`config.mk`:
```
export PLATFORM = sky130hd
export DESIGN_NAME = wrs_emit
export DESIGN_NICKNAME = d
export VERILOG_FILES = /design/src/sv/wrs_pkg.sv /design/src/sv/wrs_emit.sv
export SDC_FILE = /design/constraint.sdc
export NUM_CORES = 1
export LEC_CHECK = 0
export BUFFER_PORTS_ARGS = -buffer_cell sky130_fd_sc_hd__buf_2
export CAP_MARGIN = 25
export CORE_MARGIN = 3
export CORE_UTILIZATION = 49
export DETAILED_ROUTE_END_ITERATION = 16
export GPL_TIMING_DRIVEN = 0
export PLACE_DENSITY = 0.76
export SETUP_SLACK_MARGIN = 0.02
export SKIP_LAST_GASP = 1
export SLEW_MARGIN = 20
export SYNTH_ARGS = -nofsm -noshare
export SYNTH_HDL_FRONTEND = slang
export SYNTH_SLANG_ARGS = --single-unit
```
`constraint.sdc`:
```
create_clock -name clk -period 3.26 [get_ports clk]
set_clock_uncertainty 0.1 [all_clocks]
set_input_delay 0 -clock clk [delete_from_list [all_inputs] [get_ports clk]]
set_output_delay 0 -clock clk [all_outputs]
set_load 0.05 [all_outputs]
```
`src/sv/wrs_pkg.sv`:
```
// ----------------------------------------------------------------------------
// wrs_pkg
// Shared types and constants for the water ripple stencil step.
// ----------------------------------------------------------------------------
package wrs_pkg;

	localparam int MAX_WIDTH  = 128;
	localparam int MAX_HEIGHT = 1024;

	localparam int SAMPLE_W = 16;
	localparam int COL_W    = $clog2(MAX_WIDTH);
	localparam int ROW_W    = $clog2(MAX_HEIGHT);
	localparam int WIDTH_W  = 8;
	localparam int HEIGHT_W = 11;
	localparam int SHIFT_W  = 4;

	localparam int PADDR_W    = 4;
	localparam int PDATA_W    = 32;
	localparam int IN_DATA_W  = 32;
	localparam int OUT_DATA_W = 40;

	// register indexes (byte address = 4 * index)
	localparam logic [1:0] REG_FRAME_WIDTH   = 2'd0;
	localparam logic [1:0] REG_FRAME_HEIGHT  = 2'd1;
	localparam logic [1:0] REG_DAMPING_SHIFT = 2'd2;

	localparam logic [WIDTH_W-1:0]  RST_FRAME_WIDTH   = 8'd120;
	localparam logic [HEIGHT_W-1:0] RST_FRAME_HEIGHT  = 11'd67;
	localparam logic [SHIFT_W-1:0]  RST_DAMPING_SHIFT = 4'd5;

	typedef logic signed [SAMPLE_W-1:0] sample_t;

	// one line-store entry: row r-2 prev, row r-1 prev, row r-1 older
	typedef struct packed {
		sample_t above;
		sample_t middle;
		sample_t older;
	} line_word_t;

	localparam int LINE_W = $bits(line_word_t);

	// clamped configuration
	typedef struct packed {
		logic [WIDTH_W-1:0]  width;
		logic [HEIGHT_W-1:0] height;
		logic [SHIFT_W-1:0]  shift;
	} cfg_t;

	// one accepted pixel that emits results
	typedef struct packed {
		sample_t          sample;  // t for interior, older value for border
		logic             damp;    // apply damping to sample
		sample_t          older;   // second result value on last row
		logic [COL_W-1:0] col;
		logic [ROW_W-1:0] row;     // row of first result
		logic             two;     // last row: second result follows
	} emit_item_t;

	typedef struct packed {
		logic s1_free;
		logic pend_second;
	} emit_status_t;

endpackage

```
`src/sv/wrs_emit.sv`:
```
// ----------------------------------------------------------------------------
// wrs_emit
// Result stage: damping, second result on the last row, output register.
// ----------------------------------------------------------------------------
module wrs_emit import wrs_pkg::*; (
	input  logic                  clk,
	input  logic                  arst_n,
	input  logic                  ld,
	input  emit_item_t            item,
	input  logic [SHIFT_W-1:0]    shift,
	input  logic                  m_tready,
	output logic                  m_tvalid,
	output logic [OUT_DATA_W-1:0] m_tdata,
	output logic                  m_tlast,
	output emit_status_t          status
);

	emit_item_t       item_s1;
	logic             valid_s1;
	logic             phase_q;
	sample_t          sample_q;
	logic [COL_W-1:0] col_q;
	logic [ROW_W-1:0] row_q;
	logic             last_q;
	logic             adv;
	logic             done;
	sample_t          damped;

	assign adv  = valid_s1 && (!m_tvalid || m_tready);
	assign done = adv && (phase_q || !item_s1.two);

	assign status.s1_free     = !valid_s1 || done;
	assign status.pend_second = valid_s1 && phase_q;

	// t - (t >>> shift), wrapped
	assign damped = item_s1.sample - (item_s1.sample >>> shift);

	always_ff @(posedge clk or negedge arst_n) begin
		if (!arst_n) begin
			valid_s1 <= 1'b0;
			phase_q  <= 1'b0;
			m_tvalid <= 1'b0;
		end else begin
			if (ld) begin
				valid_s1 <= 1'b1;
			end else if (done) begin
				valid_s1 <= 1'b0;
			end
			if (adv) begin
				phase_q <= !done;
			end
			if (adv) begin
				m_tvalid <= 1'b1;
			end else if (m_tready) begin
				m_tvalid <= 1'b0;
			end
		end
	end

	always_ff @(posedge clk) begin
		if (ld) begin
			item_s1 <= item;
		end
		if (adv) begin
			if (phase_q) begin
				sample_q <= item_s1.older;
				row_q    <= item_s1.row + ROW_W'(1);
			end else begin
				sample_q <= item_s1.damp ? damped : item_s1.sample;
				row_q    <= item_s1.row;
			end
			col_q  <= item_s1.col;
			last_q <= phase_q || !item_s1.two;
		end
	end

	assign m_tdata = {{(OUT_DATA_W-SAMPLE_W-COL_W-ROW_W){1'b0}}, row_q, col_q, sample_q};
	assign m_tlast = last_q;

endmodule
```
# Word-level counts from Yosys, hierarchy flattened
# Cells that the tools add are included.
[totals] out_inout_bits=44 reg_bits=88 word_cells=35
[classes] addsub=2 shift=1 n_reduce_logical=12 muxes=7
[op_table] cell="2-to-1 mux 16 bit" n=2
[op_table] cell=">>> shifter 16 x 4 -> 16 bit" n=1
[op_table] cell="subtractor 16 bit" n=1
[op_table] cell="adder 10 x 1 -> 10 bit, second input constant" n=1
[op_table] cell="2-to-1 mux 10 bit" n=1
[op_table] cell="zero test 1 bit" n=4
[op_table] cell="2-to-1 mux 1 bit" n=4
[op_table] cell="nonzero test 2 bit" n=2
[op_table] cell="logical AND 1 bit" n=3
[op_table] cell="logical OR 1 bit" n=3

# Depth between registers and ports, before layout
[depth] depth_word=6 depth_mapped=14

# Worst setup path after synthesis
# No wires, ideal clock.
[synth_path] path_kind="flip-flop to flip-flop" from="register item_s1[50] (netlist name)" to="register sample_q[12], data pin" path_stages_with_launch=13 n_path_buf=0 required_ns=2.899 path_slack_ns=0.093 arrival_ns=2.807 cell_sequence="edfxtp_1 > mux4_2 > mux2_2 > nand2_1 > o21ai_0 > ha_1 > inv_1 > fa_1 > a31o_2 > a31oi_4 > o311ai_1 > xor2_1 > a221o_1"
[synth_via] elab_chain_cells=4
[synth_rtl] element="start, declared" line="wrs_emit.sv:18" text="emit_item_t item_s1;"
[synth_rtl] element="start signal, assigned" line="wrs_emit.sv:62" text="item_s1 <= item;"
[synth_rtl] element=">>> shifter 16 x 4 -> 16 bit" line="wrs_emit.sv:36" text="assign damped = item_s1.sample - (item_s1.sample >>> shift);"
[synth_rtl] element="subtractor 16 bit" line="wrs_emit.sv:36"
[synth_rtl] element="2-to-1 mux 16 bit" line="wrs_emit.sv:69" text="sample_q <= item_s1.damp ? damped : item_s1.sample;"
[synth_rtl] element="2-to-1 mux 16 bit" line="wrs_emit.sv:65" text="if (phase_q) begin"
[synth_rtl] element="end signal, assigned" line="wrs_emit.sv:66" text="sample_q <= item_s1.older;"
[synth_rtl] element="end signal, assigned" line="wrs_emit.sv:69"
[synth_rtl] element="end, declared" line="wrs_emit.sv:21" text="sample_t sample_q;"
# Every way passes these cells.
# A chain may end at the register's enable or synchronous reset.

# Worst setup path in the final report
[layout_path] from="register item_s1[43] (netlist name)" to="register sample_q[12], data pin"
[layout_via] elab_chain_cells=4
[layout_rtl] element=">>> shifter 16 x 4 -> 16 bit" line="wrs_emit.sv:36"
[layout_rtl] element="subtractor 16 bit (*)" line="wrs_emit.sv:36"
[layout_rtl] element="2-to-1 mux 16 bit (*)" line="wrs_emit.sv:69"
[layout_rtl] element="2-to-1 mux 16 bit (*)" line="wrs_emit.sv:65"
# Every way passes the cells marked *; elsewhere a longest branch is shown, timed or not.

==> reports/metrics.yaml <==
status: "finished with violations"
violations: "setup timing"
peakVddDrop_uv: 249
vias: 3424
viasPerCell: 5.33
gp_congestion: 0.936
grt_overflow: 0
area_growth_pct: 37.1
cts_sinks: 88
power_w: 0.00354
setup_viol: 4
finalMaxSlewViolations: 0
avgSynthCellArea_um2: 13.6
cts_tree: "done"
mostFrequentLayoutCell: "buf_2"
p_leak_nw: 2.56
grt_pass1_vias: 3525
ys_seq_area_share_pct: 57.0
r2r_start: "item_s1[43]$_DFFE_PP_"
relSlewSlack_pct: 51.2
clock_path_buffers: 2
r2r_cells: 12
ff_latch_area_um2: 2630
drt_iter0_markers: 105
crit_end: "sample_q[12]$_DFFE_PP_"
final_util_pct: 70.7
portBuffers: 91
whs_ps: 44.3
drc: 0
worstPathRequired_ps: 3260
nNetsFinal: 607
grt_use_total_pct: 20.9
cp-startpoint: "item_s1[43]$_DFFE_PP_"
wl_per_cell_um: 16.8
die_h_um: 103
yosysUniqueCellTypes: 53
drt_first_pass_iters: 4
clock-root-buffer: "clkbuf_8"
p_comb_share_pct: 36.2
wirelength_um: 10800
cp-end-kind: "flip-flop"
htreeDepth: 3
grt_use_met2_pct: 36.6
clkTransAtPathRegs_ps: 90
fmax_ghz: 0.300
grt_pass1_wl_um: 17100
drv_cap: 0
multi_input_area_um2: 1920
setup_ws_ps: -69.0
start_util_pct: 51.6
crit_type: "flip-flop to flip-flop"
final.setup.tns_ps: -114
cts_buffers: 9
ys_ff_latch: 88
ios: 103
instances_no_fill: 643
power_frac_seq_pct: 41.7
syn_inst: 338
layout-drive-gt1-share_pct: 37.8
dieArea_um2: 10600
grt_setup_unrepaired: "yes"
final_cell_mix: "92 x buf_2, 85 x edfxtp_1, 54 x dlygate4sd3_1"
path_max_fanout: 4
use_met3_pct: 3.18
core_um2: 8930
p_int_w: 0.00229
clk_latency_ps: 350
reg2reg_slack_ps: -70
cp-start-kind: "flip-flop"
antenna_found_initial: 0
fillers: 610
placed_cells: 544
worst_pin_slew_ps: 731
ys_warn_count: 0
syn_area_um2: 4610
post-dp-hpwl_um: 7120
grtUsageMet1_pct: 26.6
worst_r2r_endpoint: "sample_q[12]$_DFFE_PP_"
die_w_um: 103
postRouteAntennaNets: 0
grt-busiest-layer: "met2"
crit_arrival_ps: 3330
min_path_type: "primary input to flip-flop"
switchingPower_w: 0.00125
finalHoldViolations: 0
diodes: 0
fin_crit_ps: 3330
fin_crit_sh_pct: 102
power.share.clock_pct: 22.1
power.density_nw_per_um2: 560
num_rows: 34
swShare_pct: 35.3
grt_max_degree: 35
[cells in the mapped netlist (all sizes together)]
master	instances	area share (%)
a21oi	14	1.7
a21boi	3	0.57
or3	1	0.14
and2b	1	0.19
nor3	1	0.11
nand3	3	0.33
fa	1	0.43
o22ai	1	0.27
o21ai	26	2.9
nor2b	5	0.68
ha	17	4.6
a31oi	2	0.60
a211oi	1	0.16
dfrtp	3	1.6
nand2b	5	0.68
xor2	8	1.5
conb	1	0.081
and3	4	0.57
a221o	7	1.5
o31a	1	0.19
nand4	4	0.54
a31o	2	0.38
and2	3	0.43
mux4	11	5.4
nor3b	7	1.1
mux2i	18	3.9
a21bo	1	0.22
o2111ai	2	0.38
o21a	2	0.33
buf	11	1.7
inv	9	0.73
a221oi	1	0.19
nand2	28	2.3
edfxtp	85	55
clkdlybuf4s25	1	0.22
xnor2	14	2.7
o311ai	2	0.38
a21o	3	0.49
nor2	11	0.90
mux2	8	2.0
clkbuf	10	1.5
[final cells by class]
cell class | count | area share (%)
Sequential cell | 88 | 41.6
Multi-Input combinational cell | 225 | 30.4
Timing Repair Buffer | 175 | 19.6
Buffer | 22 | 2.50
Tap cell | 108 | 2.14
Clock buffer | 10 | 2.02
Clock inverter | 6 | 1.19
Inverter | 9 | 0.535
[routing by layer]
layer  wire (um)  part of all wire (%)
met5           0                     0
met4         173                   1.6
met3         515                   4.8
met2        5540                    51
met1        4570                    42
[power by group through the flow]
stage | clock [W] | combinational (W) | sequential, W
6_report | 0.000781 | 0.00128 | 0.00148
5_1_grt | 0.000837 | 0.00138 | 0.00149
4_1_cts | 0.000791 | 0.00122 | 0.00148
3_5_place_dp | 0 | 0.00109 | 0.00151
3_3_place_gp | 0 | 0.00107 | 0.00151
2_1_floorplan | 0 | 0.000567 | 0.00177
[critical path, cell delays in order (launching register included)]
cell and delay, ps:
edfxtp_1 470, mux4_2 520, mux2_4 310, nand2_2 80, o21ai_2 60, ha_2 210, inv_2 60, fa_2 220
a31o_4 190, a31oi_4 120, o311ai_2 320, xor2_1 120, a221o_1 300
[worst min-delay path by stage]
stage | from | to | slack, ps | cells past startpoint
6_report | ld | item_s1[50]$_DFFE_PP_ | 40 | 1
5_1_grt | ld | item_s1[1]$_DFFE_PP_ | 50 | 1
4_1_cts | ld | item_s1[50]$_DFFE_PP_ | 40 | 1
3_5_place_dp | arst_n | phase_q$_DFFE_PN0P_ | -300 | 1
3_3_place_gp | arst_n | m_tvalid$_DFFE_PN0P_ | -300 | 1
2_1_floorplan | arst_n | m_tvalid$_DFFE_PN0P_ | -400 | 0
[flip-flops by register name (all words and copies together), names as in the netlist]
| name | cells |
|---|---|
| item_s1 | 51 |
| sample_q | 16 |
| row_q | 10 |
| col_q | 7 |
| m_tlast | 1 |
| m_tvalid | 1 |
| phase_q | 1 |
| valid_s1 | 1 |
[through the flow]
step / worst slack (ps) / cell area [um^2]
detailed placement: -241 / 5240
CTS: -49.7 / 6210
global route: -165 / 6320
global placement: -233 / 5220
floorplan: 92.6 / 4630
finish: -69.0 / 6320
[logic make-up after synthesis]
kind of cell / after synthesis / share of synthesized area (%)
simple gates: 73 / 7.98
flops: 88 / 57.0
compound gates: 68 / 10.3
fa+ha+maj: 18 / 5.05
xor+xnor: 22 / 4.18
buf+inv: 31 / 4.16
other cells: 1 / 0.0814
mux: 37 / 11.2
[what timing repair did]
item | CTS | global route
pin swaps | 8 | 14
resized for setup | 14 | 15
hold endpoints to repair | 56 | 0
setup buffers | 22 | 7
endpoints found under the setup margin | 8 | 8
hold buffers | 54 | 0
Power figures use the tool's default switching activity.
