[src/sv/wrs_pkg.sv]
// ----------------------------------------------------------------------------
// wrs_pkg
// Shared types and constants for the water ripple stencil step.
// ----------------------------------------------------------------------------
package wrs_pkg;

	localparam int MAX_WIDTH  = 128;
	localparam int MAX_HEIGHT = 1024;

	localparam int SAMPLE_W = 16;
	localparam int COL_W    = $clog2(MAX_WIDTH);
	localparam int ROW_W    = $clog2(MAX_HEIGHT);
	localparam int WIDTH_W  = 8;
	localparam int HEIGHT_W = 11;
	localparam int SHIFT_W  = 4;

	localparam int PADDR_W    = 4;
	localparam int PDATA_W    = 32;
	localparam int IN_DATA_W  = 32;
	localparam int OUT_DATA_W = 40;

	// register indexes (byte address = 4 * index)
	localparam logic [1:0] REG_FRAME_WIDTH   = 2'd0;
	localparam logic [1:0] REG_FRAME_HEIGHT  = 2'd1;
	localparam logic [1:0] REG_DAMPING_SHIFT = 2'd2;

	localparam logic [WIDTH_W-1:0]  RST_FRAME_WIDTH   = 8'd120;
	localparam logic [HEIGHT_W-1:0] RST_FRAME_HEIGHT  = 11'd67;
	localparam logic [SHIFT_W-1:0]  RST_DAMPING_SHIFT = 4'd5;

	typedef logic signed [SAMPLE_W-1:0] sample_t;

	// one line-store entry: row r-2 prev, row r-1 prev, row r-1 older
	typedef struct packed {
		sample_t above;
		sample_t middle;
		sample_t older;
	} line_word_t;

	localparam int LINE_W = $bits(line_word_t);

	// clamped configuration
	typedef struct packed {
		logic [WIDTH_W-1:0]  width;
		logic [HEIGHT_W-1:0] height;
		logic [SHIFT_W-1:0]  shift;
	} cfg_t;

	// one accepted pixel that emits results
	typedef struct packed {
		sample_t          sample;  // t for interior, older value for border
		logic             damp;    // apply damping to sample
		sample_t          older;   // second result value on last row
		logic [COL_W-1:0] col;
		logic [ROW_W-1:0] row;     // row of first result
		logic             two;     // last row: second result follows
	} emit_item_t;

	typedef struct packed {
		logic s1_free;
		logic pend_second;
	} emit_status_t;

endpackage

[src/sv/wrs_cfg_regs.sv]
// ----------------------------------------------------------------------------
// wrs_cfg_regs
// APB register file: frame width, frame height, damping shift.
// ----------------------------------------------------------------------------
module wrs_cfg_regs import wrs_pkg::*; (
	input  logic               clk,
	input  logic               arst_n,
	input  logic               psel,
	input  logic               penable,
	input  logic               pwrite,
	input  logic [PADDR_W-1:0] paddr,
	input  logic [PDATA_W-1:0] pwdata,
	output logic [PDATA_W-1:0] prdata,
	output logic               pready,
	output cfg_t               cfg,
	output logic               cfg_wr
);

	logic [WIDTH_W-1:0]  width_q;
	logic [HEIGHT_W-1:0] height_q;
	logic [SHIFT_W-1:0]  shift_q;
	logic [1:0]          idx;

	assign pready = 1'b1;
	assign idx    = paddr[3:2];
	assign cfg_wr = psel && penable && pwrite && pready;

	always_ff @(posedge clk or negedge arst_n) begin
		if (!arst_n) begin
			width_q  <= RST_FRAME_WIDTH;
			height_q <= RST_FRAME_HEIGHT;
			shift_q  <= RST_DAMPING_SHIFT;
		end else if (cfg_wr) begin
			case (idx)
				REG_FRAME_WIDTH:   width_q  <= pwdata[WIDTH_W-1:0];
				REG_FRAME_HEIGHT:  height_q <= pwdata[HEIGHT_W-1:0];
				REG_DAMPING_SHIFT: shift_q  <= pwdata[SHIFT_W-1:0];
				default: ;
			endcase
		end
	end

	always_comb begin
		case (idx)
			REG_FRAME_WIDTH:   prdata = {{(PDATA_W-WIDTH_W){1'b0}}, width_q};
			REG_FRAME_HEIGHT:  prdata = {{(PDATA_W-HEIGHT_W){1'b0}}, height_q};
			REG_DAMPING_SHIFT: prdata = {{(PDATA_W-SHIFT_W){1'b0}}, shift_q};
			default:           prdata = '0;
		endcase
	end

	// clamp to the supported frame size
	always_comb begin
		if (width_q < WIDTH_W'(3)) begin
			cfg.width = WIDTH_W'(3);
		end else if (width_q > WIDTH_W'(MAX_WIDTH)) begin
			cfg.width = WIDTH_W'(MAX_WIDTH);
		end else begin
			cfg.width = width_q;
		end
		if (height_q < HEIGHT_W'(3)) begin
			cfg.height = HEIGHT_W'(3);
		end else if (height_q > HEIGHT_W'(MAX_HEIGHT)) begin
			cfg.height = HEIGHT_W'(MAX_HEIGHT);
		end else begin
			cfg.height = height_q;
		end
		cfg.shift = shift_q;
	end

endmodule

[config.mk]
export PLATFORM = sky130hd
export DESIGN_NAME = wrs_cfg_regs
export DESIGN_NICKNAME = d
export VERILOG_FILES = /design/src/sv/wrs_pkg.sv /design/src/sv/wrs_cfg_regs.sv
export SDC_FILE = /design/constraint.sdc
export NUM_CORES = 1
export LEC_CHECK = 0
export BUFFER_PORTS_ARGS = -buffer_cell sky130_fd_sc_hd__buf_2
export CAP_MARGIN = 20
export CELL_PAD_IN_SITES_DETAIL_PLACEMENT = 1
export CELL_PAD_IN_SITES_GLOBAL_PLACEMENT = 1
export CORE_MARGIN = 5
export CORE_UTILIZATION = 29
export DETAILED_ROUTE_END_ITERATION = 8
export PLACE_DENSITY_LB_ADDON = 0.1
export SETUP_SLACK_MARGIN = 0.4
export SYNTH_ARGS = -nofsm -noshare
export SYNTH_HDL_FRONTEND = slang
export SYNTH_SLANG_ARGS = --single-unit
export TNS_END_PERCENT = 20
[constraint.sdc]
create_clock -name clk -period 1.15 [get_ports clk]
set_input_delay 0.1725 -clock clk [delete_from_list [all_inputs] [get_ports clk]]
set_output_delay 0.1725 -clock clk [all_outputs]
set_load 0.01 [all_outputs]
# [Word-level counts from Yosys, hierarchy flattened]
# Cells that the tools add are included.
[word_totals] register_bits=23 input_bits=41 output_inout_bits=57 wordCells=20
[classes] n_lt_le_gt_ge=4 eq_ne=2 muxes=5 reduce_logical=6
[op_table] operator="$pmux W11 S3" count=1
[op_table] operator="$mux W11" count=2
[op_table] operator="$mux W8" count=2
[op_table] operator="$gt A11 B11 Y1 const B" count=1
[op_table] operator="$lt A11 B2 Y1 const B" count=1
[op_table] operator="$gt A8 B8 Y1 const B" count=1
[op_table] operator="$lt A8 B2 Y1 const B" count=1
[op_table] operator="$reduce_and A2 Y1" count=3
[op_table] operator="$eq A2 B1 Y1 const B" count=1
[op_table] operator="$eq A2 B2 Y1 const B" count=1
[op_table] operator="$logic_and A1 B1 Y1" count=2
[op_table] operator="$logic_not A2 Y1" count=1

# [Longest topological paths before layout]
# Gate-level depths: netlist of the first run.
[depth] ltp_word=3 ltp_mapped=4

# [Worst setup path before layout of the first run]
# OpenSTA, ideal clock, no wires.
[synth_timing] path_type="input-to-reg" start="input port pwrite" end="register height_q[10]" setup_time_ps=125 arrival_time_ps=1026 t_required_ps=1025 path_slack_ps=-1 path_stages=4 path_buffers=1 path_cell_list="nand3_2 nor3b_2 buf_4 mux2_2"
[synth_via] elab_chain_cells=2
[synth_lines] item="start: declaration" line_no="wrs_cfg_regs.sv:10" source="input logic pwrite,"
[synth_lines] item="$logic_and A1 B1 Y1" line_no="wrs_cfg_regs.sv:26" source="assign cfg_wr = psel && penable && pwrite && pready;"
[synth_lines] item="$reduce_and A2 Y1 (no line)"
[synth_lines] item="end signal: assignment" line_no="wrs_cfg_regs.sv:36" source="REG_FRAME_HEIGHT: height_q <= pwdata[HEIGHT_W-1:0];"
[synth_lines] item="end: declaration" line_no="wrs_cfg_regs.sv:20" source="logic [HEIGHT_W-1:0] height_q;"
# Every way passes these cells.
# A chain may end at the register's enable or synchronous reset.

==> results of run 1 <==
worst reg2reg max path, stage by stage, from the launching register on:
cell                      delay (ns)
sky130_fd_sc_hd__dfrtp_2        0.45
sky130_fd_sc_hd__buf_6          0.15
sky130_fd_sc_hd__mux2_2         0.25
flip-flops by register name, summed over array words and instances, names as in the netlist:
| name | flops |
|---|---|
| shift_q | 4 |
| height_q | 11 |
| width_q | 8 |
metal layers:
layer | vias up | GRT usage (%) | wire, um
li1 | 537 | - | -
met1 | 554 | 15.3 | 1580
met2 | 38 | 22.3 | 2060
met3 | 4 | 2.48 | 193
met4 | 0 | 5.07 | 60
met5 | - | 0 | 0
path summary, 6_finish.rpt:
check | to | cells past startpoint | slack, ns
min reg2reg | shift_q[1] | 1 | 0.54
min | width_q[1] | 1 | -0.13
min in group clk | height_q[10] | 2 | 0.13
max reg2reg | height_q[10] | 2 | 0.20
max | cfg[4] | 4 | -0.41
max in group asynchronous | width_q[7] | 1 | 0.90
timing repair:
action / CTS / global route
setup endpoints to repair: 57 / 57
resized for setup: 31 / 22
setup buffers: 1 / 4
gates cloned: 0 / 0
pin swaps: 6 / 6
hold endpoints to repair: 14 / 14
stage by stage:
stage	instance area, um^2	hold WS, ns	setup WS (ns)	TNS [ns]
2_1_floorplan	1530	-0.123	0.0277	0
3_3_place_gp	1810	0.189	-0.161	-1.78
3_5_place_dp	1810	0.188	-0.175	-2.20
4_1_cts	1980	-0.111	-0.435	-5.32
5_1_grt	2130	-0.0922	-0.504	-6.59
6_report	2130	-0.130	-0.410	-4.70
kinds of logic (layout without fill, tap and decap cells):
logic type             after synthesis  after routing  share of synthesized area (%)
other                                2             22                          0.529
AND/OR/NAND/NOR                     38             38                           16.1
buffers and inverters               30             80                           14.2
multiplexers                        31             31                           25.0
AO/OA/AOI/OAI                        8              8                           2.82
flip-flops                          23             23                           41.4
power groups by stage:
stage | Sequential [uW] | Clock (uW) | Combinational, uW
after floorplan | 1210 | 0 | 705
after global placement | 1250 | 0 | 1130
after detailed placement | 1260 | 0 | 1150
after CTS | 1280 | 537 | 1300
after global routing | 1290 | 565 | 1690
final | 1260 | 516 | 1540
area by class of cell:
type	instances	share of cell area (%)
Tap cell	67	3.93
Inverter	1	0.176
Multi-Input combinational cell	99	38.6
Clock inverter	1	0.235
Sequential cell	23	27.6
Clock buffer	3	1.94
Timing Repair Buffer	75	27.5
synth_stat cells (all sizes together) (3+ instances only):
cell and count:
buf 25, mux2 23, nor2b 15, dfrtp 14, dfstp 9, nor2 9, mux2i 8, a21oi 4
clkbuf 4, nand2 4, o21ai 4, and2 3
==> report_table.html, run 1 <==
<table>
<tr><th>Metric</th><th>Value</th></tr>
<tr><th colspan="2">Routing</th></tr>
<tr><td>Number of iterations in the first detailed-routing pass</td><td>3</td></tr>
<tr><td>Routed len/inst</td><td>14.5 um</td></tr>
<tr><td>Detailed Route Iter0 Violations</td><td>4</td></tr>
<tr><td>Number of nets with antenna violations after routing</td><td>0</td></tr>
<tr><td>Number of vias per cell after detailed routing</td><td>4.21</td></tr>
<tr><td>DRC violation count after routing</td><td>0</td></tr>
<tr><td>WL final</td><td>3890 um</td></tr>
<tr><td>Total via count after detailed routing</td><td>1,133</td></tr>
<tr><th colspan="2">Timing</th></tr>
<tr><td>RSZ-0062 raised after global routing</td><td>yes</td></tr>
<tr><td>Peak Freq</td><td>0.641 GHz</td></tr>
<tr><td>Max Slew Vio Count</td><td>0</td></tr>
<tr><td>Final setup vio count</td><td>30</td></tr>
<tr><td>Worst-Margin Slew</td><td>0.527 ns</td></tr>
<tr><td>Shortest clock period the worst path allows after layout</td><td>1.56 ns</td></tr>
<tr><td>Slack of the critical path</td><td>-0.410 ns</td></tr>
<tr><td>Final period util</td><td>136%</td></tr>
<tr><td>Count of final hold-check violations</td><td>14</td></tr>
<tr><td>Worst hold slack</td><td>-0.130 ns</td></tr>
<tr><td>Slew Limit Headroom</td><td>64.8%</td></tr>
<tr><td>Maximum clock skew at final layout</td><td>0 ns</td></tr>
<tr><th colspan="2">Critical path</th></tr>
<tr><td>Largest fanout of any net on the critical path</td><td>2</td></tr>
<tr><td>Startpoint of the lowest-slack register-to-register path</td><td>height_q[10]</td></tr>
<tr><td>CP Cell Sequence</td><td>nor4_4 &gt; a21oi_1 &gt; nor2_1 &gt; buf_2</td></tr>
<tr><td>Critical Path End Type</td><td>output pin</td></tr>
<tr><td>Element type at the critical path start</td><td>register</td></tr>
<tr><td>Delay of the slowest critical-path stage</td><td>0.41 ns</td></tr>
<tr><td>WP data required</td><td>0.98 ns</td></tr>
<tr><td>Arrival time reported for the critical path endpoint</td><td>1.39 ns</td></tr>
<tr><td>Cell with the largest stage delay on the worst path</td><td>sky130_fd_sc_hd__dfrtp_1</td></tr>
<tr><td>Type of the worst setup path</td><td>register to output pin</td></tr>
<tr><td>Critical path origin</td><td>height_q[7]</td></tr>
<tr><td>Crit path buf inv count</td><td>1</td></tr>
<tr><td>Kind of cell with the highest combined delay on the critical path</td><td>simple AND/OR/NAND/NOR gates</td></tr>
<tr><th colspan="2">Place</th></tr>
<tr><td>Cell Count Post-Placement</td><td>260</td></tr>
<tr><td>Final weighted congestion of routability-driven global placement</td><td>0.712</td></tr>
<tr><td>Number of port buffers</td><td>52</td></tr>
<tr><td>Detailed placement HPWL</td><td>3080 um</td></tr>
<tr><th colspan="2">Worst hold path</th></tr>
<tr><td>Hold WC Path Type</td><td>input port to asynchronous set/reset pin</td></tr>
<tr><th colspan="2">Floorplan</th></tr>
<tr><td>Core area</td><td>4720 um^2</td></tr>
<tr><td>IO Pins</td><td>98</td></tr>
<tr><td>Die width</td><td>79.9 um</td></tr>
<tr><td>Full die area</td><td>6390 um^2</td></tr>
<tr><td>Initial cell density of the core</td><td>30.0%</td></tr>
<tr><td>Vertical die dimension</td><td>79.9 um</td></tr>
<tr><td>Row count</td><td>25</td></tr>
<tr><th colspan="2">Yosys</th></tr>
<tr><td>Yosys warns</td><td>0</td></tr>
<tr><td>Async set-reset flop share out of synthesis</td><td>100%</td></tr>
<tr><td>Post-synth EDFFs</td><td>0</td></tr>
<tr><td>Seq/Total Area, Yosys</td><td>41.4%</td></tr>
<tr><td>Netlist area before placement</td><td>1420 um^2</td></tr>
<tr><td>Leading cell types by total area after synthesis</td><td>sky130_fd_sc_hd__dfrtp_1 (25%), sky130_fd_sc_hd__dfstp_2 (17%), sky130_fd_sc_hd__mux2_2 (15%)</td></tr>
<tr><td>Predominant post-synthesis flop cell</td><td>sky130_fd_sc_hd__dfrtp_1</td></tr>
<tr><td>Area fraction of the dominant cell type after synthesis</td><td>24.7%</td></tr>
<tr><td>Largest area contributor in the synthesized netlist</td><td>sky130_fd_sc_hd__dfrtp_1</td></tr>
<tr><td>Number of standard cells after synthesis</td><td>132</td></tr>
<tr><td>Number of synthesized register bits</td><td>23</td></tr>
<tr><td>Count of unique library cells instantiated by Yosys</td><td>22</td></tr>
<tr><td>Average footprint of a synthesized cell</td><td>10.7 um^2</td></tr>
<tr><th colspan="2">Global routing</th></tr>
<tr><td>Global-route wire length before repair</td><td>6240 um</td></tr>
<tr><td>GRT overflow</td><td>0</td></tr>
<tr><td>Initial antenna violation count</td><td>0</td></tr>
<tr><td>Maximum number of pins on one net before global-route repair</td><td>24</td></tr>
<tr><td>Via count of the first global-routing pass</td><td>1,251</td></tr>
<tr><td>All-layer global routing usage</td><td>12.8%</td></tr>
<tr><th colspan="2">Final layout</th></tr>
<tr><td>Filler Cell Count</td><td>548</td></tr>
<tr><td>FF/Latch Area</td><td>589 um^2</td></tr>
<tr><td>Final Net Count</td><td>244</td></tr>
<tr><td>Commonest cells after routing, fill and taps aside</td><td>sky130_fd_sc_hd__buf_2 (38), sky130_fd_sc_hd__buf_6 (25), sky130_fd_sc_hd__conb_1 (22), sky130_fd_sc_hd__mux2_2 (13), sky130_fd_sc_hd__dfrtp_1 (12)</td></tr>
<tr><td>Number of diodes</td><td>0</td></tr>
<tr><td>Final Util</td><td>45.2%</td></tr>
<tr><td>Finished Layout Cells</td><td>269</td></tr>
<tr><td>Synthesis-to-finish area growth</td><td>50.4%</td></tr>
<tr><td>Most common library cell in the layout ignoring fill and taps</td><td>sky130_fd_sc_hd__buf_2</td></tr>
<tr><td>Proportion of layout cells with a drive suffix above 1</td><td>64.9%</td></tr>
<tr><td>Multi-input gate area</td><td>823 um^2</td></tr>
<tr><th colspan="2">Power and ir drop</th></tr>
<tr><td>Pint</td><td>2200 uW</td></tr>
<tr><td>Power dissipated by switching net loads</td><td>1110 uW</td></tr>
<tr><td>Design Power</td><td>3320 uW</td></tr>
<tr><td>Clock network fraction of design power</td><td>15.6%</td></tr>
<tr><td>Sw Share</td><td>33.6%</td></tr>
<tr><td>Sequential cell fraction of total power</td><td>37.9%</td></tr>
<tr><td>Standby leakage power</td><td>0.00106 uW</td></tr>
<tr><td>Gate power share</td><td>46.5%</td></tr>
<tr><td>Power density relative to cell area</td><td>1560 nW/um^2</td></tr>
<tr><td>Max VDD drop</td><td>0.611 mV</td></tr>
<tr><th colspan="2">Clocking</th></tr>
<tr><td>Number of buffers created by CTS</td><td>3</td></tr>
<tr><td>Register clock-pin slew on the reported worst setup and hold paths</td><td>0.09 ns</td></tr>
<tr><td>Longest Clk Path Bufs</td><td>2</td></tr>
<tr><td>Clock tree from TritonCTS</td><td>yes</td></tr>
<tr><td>Number of H-tree levels</td><td>1</td></tr>
<tr><td>Clock tree sinks</td><td>23</td></tr>
<tr><td>Library cell used as clock root buffer</td><td>sky130_fd_sc_hd__clkbuf_8</td></tr>
<tr><td>Insertion delay of the later-clocked pin in the worst-skew pair</td><td>0.27 ns</td></tr>
<tr><th colspan="2">Status</th></tr>
<tr><td>Status</td><td>finished with violations</td></tr>
<tr><td>Failing checks</td><td>negative hold slack, negative setup slack</td></tr>
<tr><th colspan="2">Flow run</th></tr>
<tr><td>Max_cap viols</td><td>0</td></tr>
</table>
Power figures use the tool's default switching activity.
==> run 2: changes to the inputs <==
--- a/config.mk
+++ b/config.mk
@@ -5,14 +5,14 @@
 export SDC_FILE = /design/constraint.sdc
 export NUM_CORES = 1
 export LEC_CHECK = 0
-export BUFFER_PORTS_ARGS = -buffer_cell sky130_fd_sc_hd__buf_2
+export BUFFER_PORTS_ARGS = -buffer_cell sky130_fd_sc_hd__clkbuf_2
 export CAP_MARGIN = 20
 export CELL_PAD_IN_SITES_DETAIL_PLACEMENT = 1
 export CELL_PAD_IN_SITES_GLOBAL_PLACEMENT = 1
 export CORE_MARGIN = 5
 export CORE_UTILIZATION = 29
 export DETAILED_ROUTE_END_ITERATION = 8
-export PLACE_DENSITY_LB_ADDON = 0.1
+export PLACE_DENSITY_LB_ADDON = 0.2
 export SETUP_SLACK_MARGIN = 0.4
 export SYNTH_ARGS = -nofsm -noshare
 export SYNTH_HDL_FRONTEND = slang
==> run 2 against run 1 <==
Effect of this change: the flow still finishes with violations (negative hold slack, negative setup slack); sequential share of layout area is 0.85 points higher; power down 2.6%; clock-buffer cell count is 1 higher; die area unchanged; largest cell class unchanged; largest power group unchanged.
==> report_table.html, run 2 (synthesis gave the netlist of run 1 again) <==
<table>
<tr><th>Metric</th><th>Value</th></tr>
<tr><th colspan="2">Floorplan</th></tr>
<tr><td>IO Pins</td><td>98 (unchanged)</td></tr>
<tr><td>Row count</td><td>25 (unchanged)</td></tr>
<tr><td>Core area</td><td>4720 um^2 (unchanged)</td></tr>
<tr><td>Vertical die dimension</td><td>79.9 um (unchanged)</td></tr>
<tr><td>Die width</td><td>79.9 um (unchanged)</td></tr>
<tr><td>Full die area</td><td>6390 um^2 (unchanged)</td></tr>
<tr><td>Initial cell density of the core</td><td>30.0% (unchanged)</td></tr>
<tr><th colspan="2">Timing</th></tr>
<tr><td>RSZ-0062 raised after global routing</td><td>yes (unchanged)</td></tr>
<tr><td>Peak Freq</td><td>0.649 GHz (was 0.641 GHz)</td></tr>
<tr><td>Slack of the critical path</td><td>-0.391 ns (was -0.410 ns)</td></tr>
<tr><td>Shortest clock period the worst path allows after layout</td><td>1.54 ns (was 1.56 ns)</td></tr>
<tr><td>Slew Limit Headroom</td><td>58.6% (was 64.8%)</td></tr>
<tr><td>Max Slew Vio Count</td><td>0 (unchanged)</td></tr>
<tr><td>Worst hold slack</td><td>-0.0993 ns (was -0.130 ns)</td></tr>
<tr><td>Worst-Margin Slew</td><td>0.621 ns (was 0.527 ns)</td></tr>
<tr><td>Final setup vio count</td><td>28 (was 30)</td></tr>
<tr><td>Count of final hold-check violations</td><td>14 (unchanged)</td></tr>
<tr><td>Final period util</td><td>134% (was 136%)</td></tr>
<tr><td>Total negative slack for setup checks</td><td>-4.69 ns (was -4.70 ns)</td></tr>
<tr><td>Maximum clock skew at final layout</td><td>0 ns (unchanged)</td></tr>
<tr><th colspan="2">Global routing</th></tr>
<tr><td>All-layer global routing usage</td><td>13.5% (was 12.8%)</td></tr>
<tr><td>Maximum number of pins on one net before global-route repair</td><td>24 (unchanged)</td></tr>
<tr><td>Initial antenna violation count</td><td>0 (unchanged)</td></tr>
<tr><td>Global-route wire length before repair</td><td>6640 um (was 6240 um)</td></tr>
<tr><td>GRT overflow</td><td>0 (unchanged)</td></tr>
<tr><td>Via count of the first global-routing pass</td><td>1,287 (was 1,251)</td></tr>
<tr><th colspan="2">Final layout</th></tr>
<tr><td>Number of diodes</td><td>0 (unchanged)</td></tr>
<tr><td>Post-route standard cell area excluding fillers</td><td>2070 um^2 (was 2130 um^2)</td></tr>
<tr><td>Proportion of layout cells with a drive suffix above 1</td><td>64.0% (was 64.9%)</td></tr>
<tr><td>Commonest cells after routing, fill and taps aside</td><td>sky130_fd_sc_hd__clkbuf_2 (26), sky130_fd_sc_hd__conb_1 (22), sky130_fd_sc_hd__buf_6 (22), sky130_fd_sc_hd__mux2_2 (15), sky130_fd_sc_hd__buf_2 (15) (was sky130_fd_sc_hd__buf_2 (38), sky130_fd_sc_hd__buf_6 (25), sky130_fd_sc_hd__conb_1 (22), sky130_fd_sc_hd__mux2_2 (13), sky130_fd_sc_hd__dfrtp_1 (12))</td></tr>
<tr><td>Multi-input gate area</td><td>812 um^2 (was 823 um^2)</td></tr>
<tr><td>Final Net Count</td><td>242 (was 244)</td></tr>
<tr><td>Filler Cell Count</td><td>538 (was 548)</td></tr>
<tr><td>Flip-flop count of the largest register after layout</td><td>11 (unchanged)</td></tr>
<tr><td>Largest registers</td><td>height_q (11), width_q (8), shift_q (4) (unchanged)</td></tr>
<tr><td>Largest register by flop count</td><td>height_q (unchanged)</td></tr>
<tr><td>Most common library cell in the layout ignoring fill and taps</td><td>sky130_fd_sc_hd__clkbuf_2 (was sky130_fd_sc_hd__buf_2)</td></tr>
<tr><td>Synthesis-to-finish area growth</td><td>45.9% (was 50.4%)</td></tr>
<tr><td>FF/Latch Area</td><td>589 um^2 (unchanged)</td></tr>
<tr><td>Finished Layout Cells</td><td>267 (was 269)</td></tr>
<tr><th colspan="2">Critical path</th></tr>
<tr><td>Critical Path End Type</td><td>output pin (unchanged)</td></tr>
<tr><td>WP data required</td><td>0.98 ns (about the same)</td></tr>
<tr><td>Largest fanout of any net on the critical path</td><td>2 (unchanged)</td></tr>
<tr><td>R2r worst-path depth</td><td>2 (unchanged)</td></tr>
<tr><td>Startpoint of the lowest-slack register-to-register path</td><td>width_q[2] (was height_q[10])</td></tr>
<tr><td>Arrival time reported for the critical path endpoint</td><td>1.37 ns (was 1.39 ns)</td></tr>
<tr><td>Crit Reg-Reg Endpoint</td><td>width_q[2] (was height_q[10])</td></tr>
<tr><td>Register-to-Register Setup Slack</td><td>0.22 ns (was 0.20 ns)</td></tr>
<tr><td>Element type at the critical path start</td><td>register (unchanged)</td></tr>
<tr><td>Type of the worst setup path</td><td>register to output pin (unchanged)</td></tr>
<tr><th colspan="2">Routing</th></tr>
<tr><td>Routed len/inst</td><td>15.3 um (was 14.5 um)</td></tr>
<tr><td>Number of vias per cell after detailed routing</td><td>4.24 (was 4.21)</td></tr>
<tr><td>DRC violation count after routing</td><td>0 (unchanged)</td></tr>
<tr><td>Number of nets with antenna violations after routing</td><td>0 (unchanged)</td></tr>
<tr><td>WL final</td><td>4070 um (was 3890 um)</td></tr>
<tr><td>Number of iterations in the first detailed-routing pass</td><td>3 (unchanged)</td></tr>
<tr><td>Total via count after detailed routing</td><td>1,131 (was 1,133)</td></tr>
<tr><td>Detailed Route Iter0 Violations</td><td>25 (was 4)</td></tr>
<tr><th colspan="2">Clocking</th></tr>
<tr><td>Number of H-tree levels</td><td>1 (unchanged)</td></tr>
<tr><td>Clock tree from TritonCTS</td><td>yes (unchanged)</td></tr>
<tr><td>Number of buffers created by CTS</td><td>3 (unchanged)</td></tr>
<tr><td>Longest Clk Path Bufs</td><td>2 (unchanged)</td></tr>
<tr><td>Register clock-pin slew on the reported worst setup and hold paths</td><td>0.09 ns (about the same)</td></tr>
<tr><td>Library cell used as clock root buffer</td><td>sky130_fd_sc_hd__clkbuf_8 (unchanged)</td></tr>
<tr><td>Insertion delay of the later-clocked pin in the worst-skew pair</td><td>0.27 ns (about the same)</td></tr>
<tr><td>Clock tree sinks</td><td>23 (unchanged)</td></tr>
<tr><th colspan="2">Power and ir drop</th></tr>
<tr><td>Standby leakage power</td><td>0.00103 uW (was 0.00106 uW)</td></tr>
<tr><td>Power density relative to cell area</td><td>1560 nW/um^2 (about the same)</td></tr>
<tr><td>Max VDD drop</td><td>0.792 mV (was 0.611 mV)</td></tr>
<tr><th colspan="2">Place</th></tr>
<tr><td>Dpl cell area</td><td>1810 um^2 (unchanged)</td></tr>
<tr><td>Number of port buffers</td><td>52 (unchanged)</td></tr>
<tr><td>Cell Count Post-Placement</td><td>260 (unchanged)</td></tr>
<tr><td>Detailed placement HPWL</td><td>3130 um (was 3080 um)</td></tr>
<tr><td>Final weighted congestion of routability-driven global placement</td><td>0.746 (was 0.712)</td></tr>
<tr><td>Worst setup timing slack at the placement stage</td><td>-0.143 ns (was -0.175 ns)</td></tr>
<tr><th colspan="2">Flow run</th></tr>
<tr><td>Max_cap viols</td><td>0 (unchanged)</td></tr>
<tr><th colspan="2">Status</th></tr>
<tr><td>Failing checks</td><td>negative hold slack, negative setup slack (unchanged)</td></tr>
<tr><td>Status</td><td>finished with violations (unchanged)</td></tr>
<tr><th colspan="2">Worst hold path</th></tr>
<tr><td>Hold WC Path Type</td><td>input port to asynchronous set/reset pin (unchanged)</td></tr>
</table>
## run 2: cell count changes in the layout (fill, tap and decap cells not counted), sizes merged
cell	before	now
buf	75	45
clkbuf	3	32
clkinv	1	0
## run 2: worst max-delay path by stage
stage | from | to | slack [ns]
after floorplan | pwrite | shift_q[1] | 0.03
after global routing | height_q[7] | cfg[4] | -0.49
after detailed placement | height_q[3] | cfg[5] | -0.14
after CTS | height_q[7] | cfg[5] | -0.42
after global placement | height_q[3] | cfg[5] | -0.16
final | height_q[7] | cfg[4] | -0.39
## run 2: routing by layer
layer  vias up  global-route usage [%]  wire length (um)
li1        528                       -                 -
met1       566                    16.6              1680
met2        35                    24.1              2190
met3         2                    2.14               188
met4         0                    3.55                15
met5         -                       0                 0
## run 2: worst max-delay path: stages, from the launching register on
cell and delay (ns):
sky130_fd_sc_hd__dfrtp_1 0.41, sky130_fd_sc_hd__nor4_4 0.32, sky130_fd_sc_hd__a21oi_1 0.10, sky130_fd_sc_hd__nor2_1 0.11, sky130_fd_sc_hd__clkbuf_2 0.15
## run 2: area by class of cell
cell class	count	area share (%)
repair buffers	73	25.9
clock buffers	4	2.18
multi-input cells	99	39.2
flip-flops and latches	23	28.5
inverters	1	0.181
well taps	67	4.05
## run 2: where the power goes
group | internal [uW] | switching, uW
logic | 803 | 611
registers | 1060 | 228
clock network | 248 | 286
## run 2: timing repair
item	in CTS	in global routing
buffers inserted	3	0
hold endpoints to repair	14	14
pin swaps	9	4
setup endpoints to repair	57	58
cloned	0	0
resized for setup	28	45
## run 2: stage by stage
stage | util [%] | total power, uW | hold slack (ns)
global placement | 38.3 | 2390 | 0.197
CTS | 41.7 | 3130 | -0.0837
floorplan | - | 1920 | -0.123
finish | 43.8 | 3230 | -0.0993
detailed placement | 38.3 | 2420 | 0.216
global route | 43.8 | 3450 | -0.0535
==> run 3: changes to the inputs <==
==> constraint.sdc (replaced) <==
create_clock -name clk -period 1.15 [get_ports clk]
set_input_delay 0 -clock clk [delete_from_list [all_inputs] [get_ports clk]]
set_output_delay 0 -clock clk [all_outputs]
set_load 0.01 [all_outputs]
==> run 3 against run 2 <==
Effect of this change: the run still ends with negative hold slack, negative setup slack left; combinational power grew 4%; clock-buffer cell count is the same; non-clock buffer count grew 7; critical endpoint is now prdata[3]; largest power group unchanged; highest routed layer unchanged.
==> report_table.html, run 3 (synthesis gave the netlist of run 1 again) <==
<table>
<tr><th>Metric</th><th>Value</th></tr>
<tr><th colspan="2">Status</th></tr>
<tr><td>Status</td><td>finished with violations (unchanged)</td></tr>
<tr><td>Failing checks</td><td>negative hold slack, negative setup slack (unchanged)</td></tr>
<tr><th colspan="2">Final layout</th></tr>
<tr><td>Commonest cells after routing, fill and taps aside</td><td>sky130_fd_sc_hd__clkbuf_2 (24), sky130_fd_sc_hd__conb_1 (22), sky130_fd_sc_hd__buf_2 (19), sky130_fd_sc_hd__buf_4 (14), sky130_fd_sc_hd__mux2_4 (13) (was sky130_fd_sc_hd__clkbuf_2 (26), sky130_fd_sc_hd__conb_1 (22), sky130_fd_sc_hd__buf_6 (22), sky130_fd_sc_hd__mux2_2 (15), sky130_fd_sc_hd__buf_2 (15))</td></tr>
<tr><td>Multi-input gate area</td><td>806 um^2 (was 812 um^2)</td></tr>
<tr><td>Filler Cell Count</td><td>547 (was 538)</td></tr>
<tr><td>Largest registers</td><td>height_q (11), width_q (8), shift_q (4) (unchanged)</td></tr>
<tr><td>Most common library cell in the layout ignoring fill and taps</td><td>sky130_fd_sc_hd__clkbuf_2 (unchanged)</td></tr>
<tr><td>FF/Latch Area</td><td>592 um^2 (was 589 um^2)</td></tr>
<tr><td>Number of diodes</td><td>0 (unchanged)</td></tr>
<tr><td>Proportion of layout cells with a drive suffix above 1</td><td>59.4% (was 64.0%)</td></tr>
<tr><td>Flip-flop count of the largest register after layout</td><td>11 (unchanged)</td></tr>
<tr><td>Largest register by flop count</td><td>height_q (unchanged)</td></tr>
<tr><td>Synthesis-to-finish area growth</td><td>49.1% (was 45.9%)</td></tr>
<tr><td>Final Util</td><td>44.8% (was 43.8%)</td></tr>
<tr><td>Final Net Count</td><td>249 (was 242)</td></tr>
<tr><th colspan="2">Routing</th></tr>
<tr><td>WL final</td><td>4110 um (was 4070 um)</td></tr>
<tr><td>Routed len/inst</td><td>15.0 um (was 15.3 um)</td></tr>
<tr><td>DRC violation count after routing</td><td>0 (unchanged)</td></tr>
<tr><td>Number of iterations in the first detailed-routing pass</td><td>2 (was 3)</td></tr>
<tr><td>Detailed Route Iter0 Violations</td><td>28 (was 25)</td></tr>
<tr><td>Number of nets with antenna violations after routing</td><td>0 (unchanged)</td></tr>
<tr><td>Number of vias per cell after detailed routing</td><td>4.23 (was 4.24)</td></tr>
<tr><td>Total via count after detailed routing</td><td>1,160 (was 1,131)</td></tr>
<tr><th colspan="2">Floorplan</th></tr>
<tr><td>Full die area</td><td>6390 um^2 (unchanged)</td></tr>
<tr><td>Row count</td><td>25 (unchanged)</td></tr>
<tr><td>Die width</td><td>79.9 um (unchanged)</td></tr>
<tr><td>Vertical die dimension</td><td>79.9 um (unchanged)</td></tr>
<tr><td>Core area</td><td>4720 um^2 (unchanged)</td></tr>
<tr><td>IO Pins</td><td>98 (unchanged)</td></tr>
<tr><td>Initial cell density of the core</td><td>30.0% (unchanged)</td></tr>
<tr><th colspan="2">Critical path</th></tr>
<tr><td>Startpoint of the lowest-slack register-to-register path</td><td>height_q[3] (was width_q[2])</td></tr>
<tr><td>WP data required</td><td>1.15 ns (was 0.98 ns)</td></tr>
<tr><td>Arrival time reported for the critical path endpoint</td><td>1.39 ns (was 1.37 ns)</td></tr>
<tr><td>Critical Path End Type</td><td>output pin (unchanged)</td></tr>
<tr><td>Register-to-Register Setup Slack</td><td>0.02 ns (was 0.22 ns)</td></tr>
<tr><td>Type of the worst setup path</td><td>register to output pin (unchanged)</td></tr>
<tr><td>Critical path origin</td><td>height_q[3] (was height_q[7])</td></tr>
<tr><td>Element type at the critical path start</td><td>register (unchanged)</td></tr>
<tr><td>R2r worst-path depth</td><td>4 (was 2)</td></tr>
<tr><td>Largest fanout of any net on the critical path</td><td>3 (was 2)</td></tr>
<tr><th colspan="2">Clocking</th></tr>
<tr><td>Library cell used as clock root buffer</td><td>sky130_fd_sc_hd__clkbuf_8 (unchanged)</td></tr>
<tr><td>Clock tree from TritonCTS</td><td>yes (unchanged)</td></tr>
<tr><td>Register clock-pin slew on the reported worst setup and hold paths</td><td>0.08 ns (was 0.09 ns)</td></tr>
<tr><td>Number of buffers created by CTS</td><td>3 (unchanged)</td></tr>
<tr><td>Longest Clk Path Bufs</td><td>2 (unchanged)</td></tr>
<tr><td>Number of H-tree levels</td><td>1 (unchanged)</td></tr>
<tr><td>Insertion delay of the later-clocked pin in the worst-skew pair</td><td>0.26 ns (was 0.27 ns)</td></tr>
<tr><td>Clock tree sinks</td><td>23 (unchanged)</td></tr>
<tr><td>Total of hold buffers inserted after clock tree synthesis</td><td>7</td></tr>
<tr><th colspan="2">Worst hold path</th></tr>
<tr><td>Hold WC Path Type</td><td>input port to register (was input port to asynchronous set/reset pin)</td></tr>
<tr><td>Start point of the worst min-delay path</td><td>pwdata[7]</td></tr>
<tr><td>Hold Path Cell Cnt</td><td>2</td></tr>
<tr><th colspan="2">Place</th></tr>
<tr><td>Detailed placement HPWL</td><td>3150 um (was 3130 um)</td></tr>
<tr><td>Final weighted congestion of routability-driven global placement</td><td>0.796 (was 0.746)</td></tr>
<tr><td>Number of port buffers</td><td>52 (unchanged)</td></tr>
<tr><th colspan="2">Timing</th></tr>
<tr><td>RSZ-0062 raised after global routing</td><td>yes (unchanged)</td></tr>
<tr><td>Shortest clock period the worst path allows after layout</td><td>1.39 ns (was 1.54 ns)</td></tr>
<tr><td>Slack of the critical path</td><td>-0.237 ns (was -0.391 ns)</td></tr>
<tr><td>Total negative slack for setup checks</td><td>-1.00 ns (was -4.69 ns)</td></tr>
<tr><td>Max Slew Vio Count</td><td>0 (unchanged)</td></tr>
<tr><td>Maximum clock skew at final layout</td><td>0 ns (unchanged)</td></tr>
<tr><td>Final period util</td><td>121% (was 134%)</td></tr>
<tr><td>Count of final hold-check violations</td><td>2 (was 14)</td></tr>
<tr><td>Peak Freq</td><td>0.721 GHz (was 0.649 GHz)</td></tr>
<tr><td>Worst-Margin Slew</td><td>0.535 ns (was 0.621 ns)</td></tr>
<tr><td>Final setup vio count</td><td>9 (was 28)</td></tr>
<tr><td>Slew Limit Headroom</td><td>64.4% (was 58.6%)</td></tr>
<tr><td>Worst hold slack</td><td>-0.00467 ns (was -0.0993 ns)</td></tr>
<tr><th colspan="2">Global routing</th></tr>
<tr><td>GRT overflow</td><td>0 (unchanged)</td></tr>
<tr><td>All-layer global routing usage</td><td>13.0% (was 13.5%)</td></tr>
<tr><td>Initial antenna violation count</td><td>0 (unchanged)</td></tr>
<tr><td>Global-route wire length before repair</td><td>6580 um (was 6640 um)</td></tr>
<tr><td>Via count of the first global-routing pass</td><td>1,326 (was 1,287)</td></tr>
<tr><td>Maximum number of pins on one net before global-route repair</td><td>24 (unchanged)</td></tr>
<tr><th colspan="2">Power and ir drop</th></tr>
<tr><td>Power density relative to cell area</td><td>1540 nW/um^2 (was 1560 nW/um^2)</td></tr>
<tr><td>Sw Share</td><td>33.9% (was 34.8%)</td></tr>
<tr><td>Standby leakage power</td><td>0.00106 uW (was 0.00103 uW)</td></tr>
<tr><td>Clock network fraction of design power</td><td>15.6% (was 16.5%)</td></tr>
<tr><td>Gate power share</td><td>45.2% (was 43.7%)</td></tr>
<tr><td>Pint</td><td>2150 uW (was 2110 uW)</td></tr>
<tr><td>Sequential cell fraction of total power</td><td>39.2% (was 39.8%)</td></tr>
<tr><td>Max VDD drop</td><td>0.943 mV (was 0.792 mV)</td></tr>
<tr><td>Power dissipated by switching net loads</td><td>1100 uW (was 1120 uW)</td></tr>
<tr><th colspan="2">Flow run</th></tr>
<tr><td>Max_cap viols</td><td>0 (unchanged)</td></tr>
</table>
==> run 3: cell type report <==
| cell class | instances | share of cell area [%] |
|---|---|---|
| clock buffer | 4 | 2.13 |
| timing repair buffer | 80 | 27.7 |
| sequential | 23 | 28.0 |
| inverter | 1 | 0.177 |
| tap | 67 | 3.96 |
| multi-input combinational | 99 | 38.1 |
==> run 3: worst max-delay path, cell delays in order, from the launching register on <==
cell and delay (ns):
sky130_fd_sc_hd__dfrtp_1 0.42, sky130_fd_sc_hd__buf_4 0.15, sky130_fd_sc_hd__buf_6 0.10, sky130_fd_sc_hd__buf_6 0.10
sky130_fd_sc_hd__mux2i_1 0.13, sky130_fd_sc_hd__o21ai_1 0.08, sky130_fd_sc_hd__buf_2 0.14
==> run 3: worst paths after layout <==
kind	end
setup / recovery	prdata[3]
hold / removal	width_q[7]
setup reg to reg	height_q[3]
hold reg to reg	shift_q[3]
max in group asynchronous	height_q[9]
min in group asynchronous	height_q[5]
==> run 3: power groups by stage <==
stage | sequential, uW | clock, uW | combinational [uW]
after floorplan | 1210 | 0 | 707
after global placement | 1260 | 0 | 1100
after detailed placement | 1280 | 0 | 1120
after CTS | 1300 | 533 | 1320
after global routing | 1310 | 560 | 1600
final | 1280 | 507 | 1470
==> run 3: timing repair <==
action                                  CTS  global route
gates resized for setup                  30            38
endpoints found under the setup margin   57            71
buffers inserted                          3             5
hold endpoints to repair                 25             2
pin swaps                                 7             4
==> run 3: routing by layer <==
layer / vias up / routed length [um] / global-route usage [%]
li1: 548 / - / -
met1: 572 / 1700 / 15.5
met2: 36 / 2180 / 24.1
met3: 4 / 206 / 2.48
met4: 0 / 31 / 2.70
met5: - / 0 / 0
==> run 3: stage by stage <==
| stage | total power (uW) | hold WS (ns) | setup WS (ns) | cell area, um^2 | std cells |
|---|---|---|---|---|---|
| after global routing | 3470 | -0.00908 | -0.345 | 2120 | 274 |
| after global placement | 2360 | 0.0283 | 0.0163 | 1770 | 255 |
| final | 3250 | -0.00467 | -0.237 | 2120 | 274 |
| after floorplan | 1920 | -0.296 | 0.200 | 1530 | 152 |
| after detailed placement | 2400 | 0.0306 | 0.0136 | 1770 | 255 |
| after CTS | 3150 | -0.0132 | -0.246 | 2030 | 269 |
